`config.mk`:
```
export PLATFORM = sky130hd
export DESIGN_NAME = text_glyph_layout_clip
export DESIGN_NICKNAME = d
export VERILOG_FILES = /design/src/rtl/core/tglc_pkg.sv /design/src/rtl/core/tglc_queue.sv /design/src/rtl/core/tglc_front.sv /design/src/rtl/core/tglc_back.sv /design/src/rtl/core/text_glyph_layout_clip.sv
export SDC_FILE = /design/constraint.sdc
export NUM_CORES = 1
export LEC_CHECK = 0
export ABC_AREA = 1
export BUFFER_PORTS_ARGS = -buffer_cell sky130_fd_sc_hd__buf_2
export CAP_MARGIN = 20
export CELL_PAD_IN_SITES_DETAIL_PLACEMENT = 1
export CELL_PAD_IN_SITES_GLOBAL_PLACEMENT = 1
export CORE_ASPECT_RATIO = 1.1
export CORE_MARGIN = 2
export CORE_UTILIZATION = 47
export CTS_CLUSTER_DIAMETER = 80
export DETAILED_ROUTE_END_ITERATION = 8
export PLACE_DENSITY = 0.91
export SLEW_MARGIN = 20
export SYNTH_ARGS = -nofsm -noshare
export SYNTH_HDL_FRONTEND = slang
export SYNTH_SLANG_ARGS = --single-unit
```
`constraint.sdc`:
```
create_clock -name clk_i -period 9.9 [get_ports clk_i]
set_input_delay 0.99 -clock clk_i [delete_from_list [all_inputs] [get_ports clk_i]]
set_output_delay 0.99 -clock clk_i [all_outputs]
set_load 0.05 [all_outputs]
```
`src/rtl/core/tglc_pkg.sv`:
```
`timescale 1ns / 1ps
`default_nettype none
// ----------------------------------------------------------------------------
// tglc_pkg: shared types and constants for the text glyph layout and clip
// Glyph geometry, atlas layout, character codes and the glyph job carried
// from the front end to the clip back end.
// ----------------------------------------------------------------------------
package tglc_pkg;

  // Glyph geometry and atlas placement
  localparam int GLYPH_W        = 8;
  localparam int GLYPH_H        = 12;
  localparam int ATLAS_ORIGIN_X = 0;
  localparam int ATLAS_COLS     = 13;
  localparam int CHAR_GAP       = 1;
  localparam int LINE_GAP       = 3;

  // Row of a glyph index: floor(idx * 79 / 1024) equals idx / 13 for idx < 95
  localparam int ROW_RECIP = 79;
  localparam int ROW_SHIFT = 10;

  // Job queue between front and back
  localparam int QUEUE_DEPTH = 2;
  localparam int QPTR_W      = (QUEUE_DEPTH > 1) ? $clog2(QUEUE_DEPTH) : 1;
  localparam int QCNT_W      = $clog2(QUEUE_DEPTH + 1);

  // Character codes
  localparam logic [7:0] CHAR_TAB         = 8'd9;
  localparam logic [7:0] CHAR_NEWLINE     = 8'd10;
  localparam logic [7:0] CHAR_CR          = 8'd13;
  localparam logic [7:0] CHAR_SPACE       = 8'd32;
  localparam logic [7:0] CHAR_FIRST_GLYPH = 8'd33;
  localparam logic [7:0] CHAR_LAST_GLYPH  = 8'd127;

  typedef enum logic {
    KIND_START = 1'b0,
    KIND_CHAR  = 1'b1
  } kind_e;

  typedef enum logic [1:0] {
    ANCHOR_LEFT   = 2'd0,
    ANCHOR_CENTRE = 2'd1,
    ANCHOR_RIGHT  = 2'd2
  } anchor_e;

  typedef enum logic [1:0] {
    REG_CLIP_LEFT   = 2'd0,
    REG_CLIP_TOP    = 2'd1,
    REG_CLIP_WIDTH  = 2'd2,
    REG_CLIP_HEIGHT = 2'd3
  } reg_idx_e;

  typedef struct packed {
    logic signed [15:0] pen_x;
    logic signed [15:0] pen_y;
    logic [3:0]         col;
    logic [2:0]         row;
  } job_t;

  // Saturate an 18-bit signed value to 16 bits
  function automatic logic signed [15:0] sat16(input logic signed [17:0] v);
    logic signed [15:0] r;
    if (v > 18'sd32767) begin
      r = 16'sh7FFF;
    end else if (v < -18'sd32768) begin
      r = 16'sh8000;
    end else begin
      r = v[15:0];
    end
    return r;
  endfunction

endpackage
`default_nettype wire

```
`src/rtl/core/tglc_queue.sv`:
```
`timescale 1ns / 1ps
`default_nettype none
// ----------------------------------------------------------------------------
// tglc_queue: glyph job queue
// Short flip-flop queue that decouples the layout front end from the clip
// back end.
// ----------------------------------------------------------------------------
module tglc_queue (
  input  wire logic           clk_i,
  input  wire logic           rst_ni,
  input  wire logic           wr_i,
  input  wire tglc_pkg::job_t wr_job_i,
  output logic                full_o,
  input  wire logic           rd_i,
  output tglc_pkg::job_t      rd_job_o,
  output logic                empty_o
);

  tglc_pkg::job_t                    slot_q [tglc_pkg::QUEUE_DEPTH];
  logic [tglc_pkg::QPTR_W-1:0]       wr_ptr_q, wr_ptr_d;
  logic [tglc_pkg::QPTR_W-1:0]       rd_ptr_q, rd_ptr_d;
  logic [tglc_pkg::QCNT_W-1:0]       count_q, count_d;
  logic                              do_wr, do_rd;

  assign full_o   = (count_q == tglc_pkg::QCNT_W'(tglc_pkg::QUEUE_DEPTH));
  assign empty_o  = (count_q == '0);
  assign do_wr    = wr_i && !full_o;
  assign do_rd    = rd_i && !empty_o;
  assign rd_job_o = slot_q[rd_ptr_q];

  always_comb begin
    wr_ptr_d = wr_ptr_q;
    rd_ptr_d = rd_ptr_q;
    count_d  = count_q;
    if (do_wr) begin
      wr_ptr_d = (wr_ptr_q == tglc_pkg::QPTR_W'(tglc_pkg::QUEUE_DEPTH - 1)) ? '0
               : wr_ptr_q + 1'b1;
    end
    if (do_rd) begin
      rd_ptr_d = (rd_ptr_q == tglc_pkg::QPTR_W'(tglc_pkg::QUEUE_DEPTH - 1)) ? '0
               : rd_ptr_q + 1'b1;
    end
    if (do_wr && !do_rd) begin
      count_d = count_q + 1'b1;
    end else if (do_rd && !do_wr) begin
      count_d = count_q - 1'b1;
    end
  end

  always_ff @(posedge clk_i or negedge rst_ni) begin
    if (!rst_ni) begin
      wr_ptr_q <= '0;
      rd_ptr_q <= '0;
      count_q  <= '0;
    end else begin
      wr_ptr_q <= wr_ptr_d;
      rd_ptr_q <= rd_ptr_d;
      count_q  <= count_d;
    end
  end

  always_ff @(posedge clk_i) begin
    if (do_wr) begin
      slot_q[wr_ptr_q] <= wr_job_i;
    end
  end

  a_count_bound: assert property (@(posedge clk_i) disable iff (!rst_ni)
    count_q <= tglc_pkg::QCNT_W'(tglc_pkg::QUEUE_DEPTH))
    else $error("job queue over capacity");

  a_no_wr_full: assert property (@(posedge clk_i) disable iff (!rst_ni)
    !(wr_i && full_o))
    else $error("job written into a full queue");

endmodule
`default_nettype wire

```
`src/rtl/core/tglc_front.sv`:
```
`timescale 1ns / 1ps
`default_nettype none
// ----------------------------------------------------------------------------
// tglc_front: layout front end
// Accept beats, keep the pen, classify characters and issue glyph jobs.
// ----------------------------------------------------------------------------
module tglc_front (
  input  wire logic        clk_i,
  input  wire logic        rst_ni,
  input  wire logic        accept_i,
  input  wire logic        kind_i,
  input  wire logic [7:0]  char_code_i,
  input  wire logic [11:0] origin_x_i,
  input  wire logic [11:0] origin_y_i,
  input  wire logic [1:0]  anchor_i,
  input  wire logic [7:0]  text_length_i,
  output logic             job_wr_o,
  output tglc_pkg::job_t   job_o
);

  logic signed [15:0] pen_x_q, pen_x_d;
  logic signed [15:0] pen_y_q, pen_y_d;
  logic [11:0]        line_start_x_q, line_start_x_d;

  logic [16:0]        span;
  logic signed [17:0] start_x;
  logic signed [17:0] adv_x;
  logic signed [17:0] nl_y;
  logic [6:0]         glyph_idx;
  logic [12:0]        row_prod;
  logic [2:0]         row;
  logic [6:0]         col_full;
  logic               is_glyph;

  assign span = 17'(tglc_pkg::GLYPH_W) * (17'(text_length_i) + 17'd1);

  always_comb begin
    unique case (tglc_pkg::anchor_e'(anchor_i))
      tglc_pkg::ANCHOR_CENTRE: start_x = $signed({6'd0, origin_x_i})
                                       - $signed({2'b0, span[16:1]});
      tglc_pkg::ANCHOR_RIGHT:  start_x = $signed({6'd0, origin_x_i})
                                       - $signed({1'b0, span});
      default:                 start_x = $signed({6'd0, origin_x_i});
    endcase
  end

  assign adv_x = 18'(pen_x_q) + 18'(tglc_pkg::GLYPH_W + tglc_pkg::CHAR_GAP);
  assign nl_y  = 18'(pen_y_q) + 18'(tglc_pkg::GLYPH_H + tglc_pkg::LINE_GAP);

  // Atlas cell: row by reciprocal multiply, column as the remainder
  assign glyph_idx = 7'(char_code_i - tglc_pkg::CHAR_FIRST_GLYPH);
  assign row_prod  = 13'(glyph_idx) * 13'(tglc_pkg::ROW_RECIP);
  assign row       = row_prod[tglc_pkg::ROW_SHIFT +: 3];
  assign col_full  = glyph_idx - 7'(row) * 7'(tglc_pkg::ATLAS_COLS);
  assign is_glyph  = (char_code_i >= tglc_pkg::CHAR_FIRST_GLYPH)
                  && (char_code_i <= tglc_pkg::CHAR_LAST_GLYPH);

  always_comb begin
    pen_x_d        = pen_x_q;
    pen_y_d        = pen_y_q;
    line_start_x_d = line_start_x_q;
    job_wr_o       = 1'b0;
    job_o.pen_x    = pen_x_q;
    job_o.pen_y    = pen_y_q;
    job_o.col      = col_full[3:0];
    job_o.row      = row;
    if (accept_i) begin
      if (tglc_pkg::kind_e'(kind_i) == tglc_pkg::KIND_START) begin
        pen_x_d        = tglc_pkg::sat16(start_x);
        pen_y_d        = tglc_pkg::sat16($signed({6'd0, origin_y_i}));
        line_start_x_d = origin_x_i;
      end else if (char_code_i == tglc_pkg::CHAR_SPACE
                || char_code_i == tglc_pkg::CHAR_TAB) begin
        pen_x_d = tglc_pkg::sat16(adv_x);
      end else if (char_code_i == tglc_pkg::CHAR_NEWLINE) begin
        pen_x_d = tglc_pkg::sat16($signed({6'd0, line_start_x_q}));
        pen_y_d = tglc_pkg::sat16(nl_y);
      end else if (is_glyph) begin
        job_wr_o = 1'b1;
        pen_x_d  = tglc_pkg::sat16(adv_x);
      end
    end
  end

  always_ff @(posedge clk_i or negedge rst_ni) begin
    if (!rst_ni) begin
      pen_x_q        <= '0;
      pen_y_q        <= '0;
      line_start_x_q <= '0;
    end else begin
      pen_x_q        <= pen_x_d;
      pen_y_q        <= pen_y_d;
      line_start_x_q <= line_start_x_d;
    end
  end

  a_start_sets_pen_y: assert property (@(posedge clk_i) disable iff (!rst_ni)
    accept_i && (kind_i == tglc_pkg::KIND_START)
      |=> pen_y_q == $signed({4'd0, $past(origin_y_i)}) && line_start_x_q == $past(origin_x_i))
    else $error("start beat did not load pen");

endmodule
`default_nettype wire

```
`src/rtl/core/tglc_back.sv`:
```
`timescale 1ns / 1ps
`default_nettype none
// ----------------------------------------------------------------------------
// tglc_back: clip back end
// Hold clip registers, intersect each glyph job with the clip rectangle and
// register the surviving quad for the result side.
// ----------------------------------------------------------------------------
module tglc_back (
  input  wire logic           clk_i,
  input  wire logic           rst_ni,
  input  wire logic           cfg_we_i,
  input  wire logic [1:0]     cfg_idx_i,
  input  wire logic [12:0]    cfg_data_i,
  input  wire logic           job_empty_i,
  input  wire tglc_pkg::job_t job_i,
  output logic                job_rd_o,
  input  wire logic           pop_i,
  output logic                empty_o,
  output logic [11:0]         quad_x_o,
  output logic [11:0]         quad_y_o,
  output logic [7:0]          quad_w_o,
  output logic [7:0]          quad_h_o,
  output logic [11:0]         texel_x_o,
  output logic [11:0]         texel_y_o
);

  logic [11:0] clip_left_q, clip_top_q;
  logic [12:0] clip_width_q, clip_height_q;

  logic        out_valid_q, out_valid_d;
  logic [11:0] quad_x_q, quad_y_q, texel_x_q, texel_y_q;
  logic [7:0]  quad_w_q, quad_h_q;

  logic signed [17:0] px, py, cl, ct, cr, cb, gr, gb;
  logic signed [17:0] left, top, right, bottom, w, h;
  logic [13:0]        tx, ty;
  logic               emit, take;

  // Intersect the glyph rectangle with the clip rectangle
  assign px = 18'(job_i.pen_x);
  assign py = 18'(job_i.pen_y);
  assign cl = $signed({6'd0, clip_left_q});
  assign ct = $signed({6'd0, clip_top_q});
  assign cr = cl + $signed({5'd0, clip_width_q});
  assign cb = ct + $signed({5'd0, clip_height_q});
  assign gr = px + 18'(tglc_pkg::GLYPH_W);
  assign gb = py + 18'(tglc_pkg::GLYPH_H);

  assign left   = (px > cl) ? px : cl;
  assign top    = (py > ct) ? py : ct;
  assign right  = (gr < cr) ? gr : cr;
  assign bottom = (gb < cb) ? gb : cb;
  assign w      = right - left;
  assign h      = bottom - top;
  assign emit   = (w > 18'sd0) && (h > 18'sd0);

  assign tx = 14'(tglc_pkg::ATLAS_ORIGIN_X) + 14'(job_i.col) * 14'(tglc_pkg::GLYPH_W)
            + 14'(left - px);
  assign ty = 14'(job_i.row) * 14'(tglc_pkg::GLYPH_H) + 14'(top - py);

  // Take a job whenever the output register is free or being drained
  assign take     = !job_empty_i && (!out_valid_q || pop_i);
  assign job_rd_o = take;
  assign out_valid_d = take ? emit : (out_valid_q && !pop_i);

  always_ff @(posedge clk_i or negedge rst_ni) begin
    if (!rst_ni) begin
      out_valid_q   <= 1'b0;
      clip_left_q   <= '0;
      clip_top_q    <= '0;
      clip_width_q  <= 13'd4096;
      clip_height_q <= 13'd4096;
    end else begin
      out_valid_q <= out_valid_d;
      if (cfg_we_i) begin
        unique case (tglc_pkg::reg_idx_e'(cfg_idx_i))
          tglc_pkg::REG_CLIP_LEFT:   clip_left_q   <= cfg_data_i[11:0];
          tglc_pkg::REG_CLIP_TOP:    clip_top_q    <= cfg_data_i[11:0];
          tglc_pkg::REG_CLIP_WIDTH:  clip_width_q  <= cfg_data_i;
          tglc_pkg::REG_CLIP_HEIGHT: clip_height_q <= cfg_data_i;
        endcase
      end
    end
  end

  always_ff @(posedge clk_i) begin
    if (take && emit) begin
      quad_x_q  <= left[11:0];
      quad_y_q  <= top[11:0];
      quad_w_q  <= w[7:0];
      quad_h_q  <= h[7:0];
      texel_x_q <= tx[11:0];
      texel_y_q <= ty[11:0];
    end
  end

  assign empty_o   = !out_valid_q;
  assign quad_x_o  = quad_x_q;
  assign quad_y_o  = quad_y_q;
  assign quad_w_o  = quad_w_q;
  assign quad_h_o  = quad_h_q;
  assign texel_x_o = texel_x_q;
  assign texel_y_o = texel_y_q;

  a_quad_nonempty: assert property (@(posedge clk_i) disable iff (!rst_ni)
    out_valid_q |-> (quad_w_q != 8'd0) && (quad_h_q != 8'd0))
    else $error("empty quad presented");

  a_result_held: assert property (@(posedge clk_i) disable iff (!rst_ni)
    out_valid_q && !pop_i |=> out_valid_q && $stable(quad_x_q) && $stable(texel_x_q))
    else $error("waiting result lost or changed");

endmodule
`default_nettype wire

```
`src/rtl/core/text_glyph_layout_clip.sv`:
```
`timescale 1ns / 1ps
`default_nettype none
// Path: an accepted glyph beat enters the job queue, then its clipped quad is
// registered for the result side once that register is free or being popped.
// Throughput: one beat per cycle while results are popped; a waiting result
// lets two glyph jobs queue, then full holds every beat until the pop.
// Reset: asynchronous, active low; pen and line start clear to zero, clip
// rectangle returns to 0, 0, 4096, 4096, and queue and result side empty.
// ----------------------------------------------------------------------------
// text_glyph_layout_clip: text layout into clipped glyph quads
// Front end tracks the pen and turns printable characters into glyph jobs;
// back end clips each job against the clip rectangle and presents each surviving quad.
// ----------------------------------------------------------------------------
module text_glyph_layout_clip (
  input  wire logic        clk_i,
  input  wire logic        rst_ni,
  // configuration write port
  input  wire logic        cfg_we_i,
  input  wire logic [1:0]  cfg_idx_i,
  input  wire logic [12:0] cfg_data_i,
  // input side
  input  wire logic        push,
  output logic             full,
  input  wire logic        kind_i,
  input  wire logic [7:0]  char_code_i,
  input  wire logic [11:0] origin_x_i,
  input  wire logic [11:0] origin_y_i,
  input  wire logic [1:0]  anchor_i,
  input  wire logic [7:0]  text_length_i,
  // result side
  output logic             empty,
  input  wire logic        pop,
  output logic [11:0]      quad_x_o,
  output logic [11:0]      quad_y_o,
  output logic [7:0]       quad_w_o,
  output logic [7:0]       quad_h_o,
  output logic [11:0]      texel_x_o,
  output logic [11:0]      texel_y_o
);

  logic           accept;
  logic           job_wr, job_rd, job_full, job_empty;
  tglc_pkg::job_t job_in, job_out;

  // A beat is taken whenever the job queue has room; beats that move only
  // the pen never enter the queue.
  assign full   = job_full;
  assign accept = push && !job_full;

  tglc_front u_front (
    .clk_i         (clk_i),
    .rst_ni        (rst_ni),
    .accept_i      (accept),
    .kind_i        (kind_i),
    .char_code_i   (char_code_i),
    .origin_x_i    (origin_x_i),
    .origin_y_i    (origin_y_i),
    .anchor_i      (anchor_i),
    .text_length_i (text_length_i),
    .job_wr_o      (job_wr),
    .job_o         (job_in)
  );

  // Decouple pen tracking from clipping
  tglc_queue u_queue (
    .clk_i    (clk_i),
    .rst_ni   (rst_ni),
    .wr_i     (job_wr),
    .wr_job_i (job_in),
    .full_o   (job_full),
    .rd_i     (job_rd),
    .rd_job_o (job_out),
    .empty_o  (job_empty)
  );

  // Clip and hold the result beat until popped
  tglc_back u_back (
    .clk_i       (clk_i),
    .rst_ni      (rst_ni),
    .cfg_we_i    (cfg_we_i),
    .cfg_idx_i   (cfg_idx_i),
    .cfg_data_i  (cfg_data_i),
    .job_empty_i (job_empty),
    .job_i       (job_out),
    .job_rd_o    (job_rd),
    .pop_i       (pop),
    .empty_o     (empty),
    .quad_x_o    (quad_x_o),
    .quad_y_o    (quad_y_o),
    .quad_w_o    (quad_w_o),
    .quad_h_o    (quad_h_o),
    .texel_x_o   (texel_x_o),
    .texel_y_o   (texel_y_o)
  );

endmodule
`default_nettype wire
```
==> results of run 1 <==
## metal layers
layer / wire length [um] / global-route usage
met1: 26000 / 0.363
met2: 31600 / 0.530
met3: 2840 / 0.0275
met4: 2260 / 0.101
met5: 0 / 0
## placed cells by master, fill, tap and decap left out, drive strengths merged, types with 8 or more instances in the layout
master and instances:
a31oi 8, edfxtp 142, nor3 27, o21ai 208, inv 411, nor2 165, nand4 39, fa 29
xor2 80, nand2 610, or2 26, clkbuf 32, nand3b 12, nand3 163, a21oi 143, o2111ai 8
dfrtp 97, xnor2 25, ha 212, buf 135
## worst reg2reg max path, delay by kind of cell, from the launching register on
| family | cells | cell delay [ns] |
|---|---|---|
| flops | 1 | 0.38 |
| buf+inv | 7 | 1.71 |
| simple gates | 23 | 2.87 |
| xor+xnor | 1 | 0.23 |
| compound gates | 2 | 0.29 |
| fa+ha+maj | 4 | 1.42 |
## final cells by class
class	instances	area (um2)	share of cell area
well taps	560	701	0.0321
inverters	406	1520	0.0699
clock inverters	17	215	0.00987
repair buffers	135	748	0.0343
multi-input cells	1818	11100	0.511
clock buffers	32	734	0.0337
flip-flops and latches	241	6740	0.309
## how the worst min path moves through the flow
stage                                         start                   endpoint  depth (start not counted)
final                                        rst_ni    u_back.clip_height_q[4]                          1
after global placement           u_front.pen_y_q[1]       u_queue.slot_q[0][8]                          0
after CTS                                    rst_ni    u_back.clip_height_q[5]                          1
after detailed placement  u_front.line_start_x_q[7]  u_front.line_start_x_q[7]                          2
after floorplan                  u_front.pen_x_q[3]      u_queue.slot_q[0][26]                          0
after global routing                         rst_ni       u_back.clip_top_q[4]                          1
## cells by family after synthesis
family	synth area share
AOI/OAI and AO/OA	0.119
xor gates and xnor gates	0.0473
adders and majority gates	0.165
buffers and inverters	0.0902
DFF	0.344
muxes	0.00153
other	0.000191
and+or+nand+nor	0.233
## Yosys cell counts (3+ instances only)
cell         n  area (um2)
ha_1       212        2650
and2_1       6        37.5
o211ai_1     7        52.6
mux2i_1      3        30.0
nand3_2      5        50.1
nand3_1    157         786
xor2_1      80         701
a21oi_1    143         716
a21o_1       3        22.5
fa_1        29         581
or2_2       15        93.8
clkbuf_1    21        78.8
buf_2        6        30.0
nand2_1    597        2240
nand2_2     11        68.8
o21bai_1     6        45.0
o21ai_2     31         272
a22oi_1      7        52.6
nor2_1     154         578
a211oi_1     6        45.0
xnor2_1     24         210
inv_1      371        1390
buf_6        7        78.8
buf_1        6        22.5
or2_0        3        18.8
nor2_2      10        62.6
edfxtp_1   142        4260
o2111ai_1    8        70.1
nand4_1     38         238
o21a_1       6        45.0
nand3b_1    11        82.6
o21ai_1      7        35.0
inv_2       35         131
o22ai_1      5        31.3
or2_1        8        50.1
nor3_1      26         130
a31oi_1      8        50.1
dfrtp_1     97        2430
o21ai_0    170         851
## per-stage QoR
stage	hold WS, ns	setup slack (ns)	util	cells
4_1_cts	0.383	2.08	0.528	3206
6_report	0.383	2.62	0.529	3209
3_3_place_gp	0.450	2.50	0.504	3157
5_1_grt	0.406	1.90	0.529	3209
3_5_place_dp	0.463	2.09	0.504	3157
2_1_floorplan	0.442	1.90	-	2508
## registers in the layout (all words and copies together) (netlist names), 2 cells and up
register	count
u_front.pen_y_q	16
u_back.texel_x_o	12
u_back.clip_height_q	13
u_back.quad_w_o	8
u_back.quad_h_o	8
u_back.quad_y_o	12
u_back.clip_top_q	12
u_queue.count_q	2
u_front.pen_x_q	16
u_queue.slot_q	78
u_back.clip_left_q	12
u_back.clip_width_q	13
u_front.line_start_x_q	12
u_back.quad_x_o	12
u_back.texel_y_o	12
==> results_dict.tcl, run 1 <==
set metrics [dict create \
    io_pins 129 \
    setup_tns_ns 0 \
    cts_resized 0 \
    ys_ff_latch 241 \
    yosysSeqAreaShare 0.344 \
    async_flop_share 0.411 \
    endpoint_kind "register" \
    ys_warn_count 0 \
    place_congestion 0.941 \
    r2r_start "u_queue.rd_ptr_q" \
    crit_buf_inv 7 \
    ctsHoldBuffers 0 \
    row_count 78 \
    hpwl_um 49100 \
    fin_crit_sh 0.736 \
    fin_crit_ns 7.28 \
    relSlewSlack 0.337 \
    port_buffers 128 \
    drv_cap 0 \
    antenna_found_initial 0 \
    fmax_mhz 137 \
    cts_made_buffers 27 \
    slowest_stage "fa_1" \
    setup_viol 0 \
    grt_max_degree 64 \
    place_area_um2 20800 \
    vias 17980 \
    worst_r2r_path_depth 37 \
    hold_viol_final 0 \
    finClkSkew_ns 0.0184 \
    worstSetupStartpoint "u_queue.rd_ptr_q" \
    crit_top_cell "nand2_1" \
    cts_tree "yes" \
    synthFlopType "edfxtp_1" \
    first_iter_violations 1141 \
    drc 0 \
    grtUsageTotal 0.293 \
    max_stage_delay_ns 0.49 \
    antennaDiodeCount 0 \
    slew_violations 0 \
    syn_inst 2505 \
    die_width_um 199 \
    clk-insertion-delay-late_ns 0.57 \
    cts_buffer_depth 3 \
    worst_slew_pin_slew_ns 0.991 \
    worstSetupPathType "reg -> reg" \
    core-area_um2 41200 \
    critical_path_required_ns 10.11 \
    start_kind "register" \
    drive_gt1_frac 0.116 \
    die-area_um2 43400 \
    initial_core_util 0.476 \
    path_delay_family "simple AND/OR/NAND/NOR gates" \
    die_h_um 218 \
    grt_overflow 0 \
    synth-edff-count 142 \
    postRouteAntennaNets 0 \
    syn_avg_cell_area_um2 7.83 \
    grt_pass1_vias 19138 \
    final_cell_area_um2 21800 \
    min_path_type "in -> async" \
    status "complete, no violations" \
    reg2reg_slack_ns 2.62 \
    synthToLayoutAreaGrowth_pct 11.2 \
    reg2reg_to "u_back.quad_w_o[5]" \
    synthesis.area_um2 19600 \
    crit_arrival_ns 7.49 \
    avgRoutedWirePerCell_um 19.6 \
    critPathMaxFanout 41 \
    cts_htree_levels 1 \
    crit_cells 37 \
    clk_pin_slew_ns 0.07 \
    rsz0062_at_grt "no" \
    worstSetupEndpoint "u_back.quad_w_o[5]" \
    first_pass_iters 5 \
    clock-sinks 241 \
    clockRootBuffer "clkbuf_16" \
    final_net_count 2933 \
    grt_pass1_wl_um 101000 \
    nFillCells 5172 \
    routed_wl_um 62800 \
    avgViaCountPerCell 5.60 \
    yosys.cell_types.count 59 \
    postCtsSetupBuffers 0 \
]
Power of run 1 is not shown: default switching activity piles up to over one toggle a cycle in this logic, so the estimate is an artifact.
==> run 2: changes to the inputs <==
ABC_AREA = 0   (was 1)
CORE_UTILIZATION = 44   (was 47)
PLACE_DENSITY = 0.87   (was 0.91)
clock period = 6.5 ns   (was 9.9 ns; I/O delays follow)
==> run 2 against run 1 <==
Against the previous run:
- the run now ends with setup timing left
- critical path depth shrank 3
- routed wire length grew 0.13%
- area after synthesis shrank 8.1%
- worst setup slack lost 3.3 ns
- clock skew grew 0.0071 ns
- final cell count shrank 18%
- hold slack lost 0.051 ns
- critical path type unchanged
- highest routed layer unchanged
==> results_dict.tcl, run 2 <==
set metrics [dict create \
    clk-insertion-delay-late_ns 0.58 \
    hold_viol_final 0 \
    port_buffers 128 \
    synth_area_leaders "edfxtp_1 (24%), ha_1 (15%), dfrtp_1 (13%)" \
    holdPathStages 3 \
    grt_pass1_wl_um 92900 \
    avgRoutedWirePerCell_um 23.9 \
    synth-edff-count 142 \
    layout_common_cells "ha_1 (204), inv_1 (178), buf_4 (151)" \
    row_count 77 \
    critical_path_required_ns 6.82 \
    grtUsageTotal 0.276 \
    failed_checks "setup timing" \
    gr-usage-met3 0.0302 \
    die-area_um2 42600 \
    drc 0 \
    cts_made_buffers 26 \
    slowest_stage "ha_1" \
    busiest_layer "met2" \
    worst_slew_pin_slew_ns 0.996 \
    io_pins 129 \
    syn_avg_cell_area_um2 9.96 \
    antennaDiodeCount 0 \
    use_met1 0.315 \
    yosysSeqAreaShare 0.374 \
    yosysTopAreaCellShare 0.237 \
    critPathMaxFanout 8 \
    reg.largest.list "u_queue.slot_q (78), u_front.pen_x_q (16), u_front.pen_y_q (16)" \
    final_net_count 2404 \
    syn_inst 1810 \
    cts_htree_levels 1 \
    avgViaCountPerCell 6.00 \
    drive_gt1_frac 0.250 \
    holdCritStartpoint "origin_y_i[6]" \
    r2r_start "u_back.clip_top_q[0]" \
    crit_top_cell "buf_4" \
    yosysTopAreaCell "edfxtp_1" \
    clk_pin_slew_ns 0.07 \
    place_congestion 0.911 \
    synthToLayoutAreaGrowth_pct 22.8 \
    grt_pass1_vias 17199 \
    clock-sinks 241 \
    async_flop_share 0.411 \
    yosysMostFrequentCell "ha_1" \
    rsz0062_at_grt "yes" \
    grt_max_degree 80 \
    place_area_um2 20100 \
    yosys.cell_types.count 86 \
    clockRootBuffer "clkbuf_16" \
    postRouteAntennaNets 0 \
    path_delay_family "compound AO/OA/AOI/OAI gates" \
    setup_viol 65 \
    routed_wl_um 62800 \
    worst_r2r_path_depth 34 \
    core-area_um2 40300 \
    top_register "u_queue.slot_q" \
    reg2reg_slack_ns -0.67 \
    final_cell_area_um2 22100 \
    worstSetupPathType "reg -> reg" \
    antenna_found_initial 0 \
    hpwl_um 42000 \
    initial_core_util 0.448 \
    max_stage_delay_ns 0.38 \
    drv_cap 0 \
    place_ws_ns -0.562 \
    min_path_type "in -> reg" \
    cts_buffer_depth 3 \
    ys_warn_count 0 \
    crit_buf_inv 7 \
    fmax_mhz 139 \
    start_kind "register" \
    endpoint_kind "register" \
    ys_ff_latch 241 \
    vias 15800 \
    relSlewSlack 0.334 \
    synthTopCellsByCount "ha_1 (212), inv_1 (182), edfxtp_1 (142)" \
    synthesis.area_um2 18000 \
    crit_arrival_ns 7.49 \
    worstSetupStartpoint "u_back.clip_top_q[0]" \
    synthFlopType "edfxtp_1" \
    die_width_um 197 \
    slew_violations 0 \
    fin_crit_sh 1.10 \
    fin_crit_ns 7.17 \
    finClkSkew_ns 0.0254 \
    largest_register_ffs 78 \
    status "finished with violations" \
    first_pass_iters 5 \
    setup_ws_ns -0.673 \
    crit_cells 34 \
    cts_tree "yes" \
    first_iter_violations 1046 \
    grt_use_met2 0.514 \
    grt_overflow 0 \
    final_common_cell "ha_1" \
    die_h_um 216 \
]
run 2: final cells by class:
class                      instances  area [um2]
multi-input combinational       1350       10900
timing repair buffer             297        2180
inverter                         183         689
clock buffer                      29         683
timing repair inverter             1        7.51
sequential                       241        6750
clock inverter                    19         263
tap                              513         642
fill                            4445       18100
run 2: what timing repair did:
| action | 4_1_cts | 5_1_grt |
|---|---|---|
| setup endpoints to repair | 66 | 70 |
| gates cloned | 5 | 3 |
| hold endpoints to repair | 18 | 0 |
| pin swaps | 46 | 40 |
| buffers inserted | 28 | 15 |
| hold buffers | 1 | 0 |
| resized for setup | 69 | 46 |
run 2: layer usage:
layer | vias to the layer above | part of all wire
met1 | 7917 | 0.38
met2 | 554 | 0.51
met3 | 231 | 0.046
li1 | 7098 | -
met5 | - | 0
met4 | 0 | 0.057
run 2: worst min-delay path: stages:
cell and delay [ns]:
buf_2 0.09, o211ai_1 0.08, nand2_1 0.05
run 2: path summary, 6_finish.rpt:
| kind | endpoint |
|---|---|
| max in group asynchronous | u_queue.rd_ptr_q |
| setup / recovery | u_back.quad_x_o[2] |
| min in group asynchronous | u_back.clip_height_q[8] |
| setup reg to reg | u_back.quad_x_o[2] |
| hold reg to reg | u_front.line_start_x_q[9] |
| hold / removal | u_front.pen_y_q[6] |
run 2: logic make-up after synthesis:
logic type      synth area share
simple gates               0.122
xor+xnor                  0.0607
mux                       0.0609
fa+ha+maj                  0.179
compound gates             0.154
flops                      0.374
buf+inv                   0.0480
other cells             0.000208
run 2: stage by stage:
stage,cells,TNS [ns],hold WS (ns),util
2_1_floorplan,1813,-34.44,0.354,-
3_3_place_gp,2531,-5.88,0.464,0.500
3_5_place_dp,2531,-35.60,0.474,0.500
4_1_cts,2613,-16.55,0.335,0.539
5_1_grt,2633,-53.42,0.339,0.550
6_report,2633,-41.71,0.332,0.550
Power of run 2 is left out for the same reason.
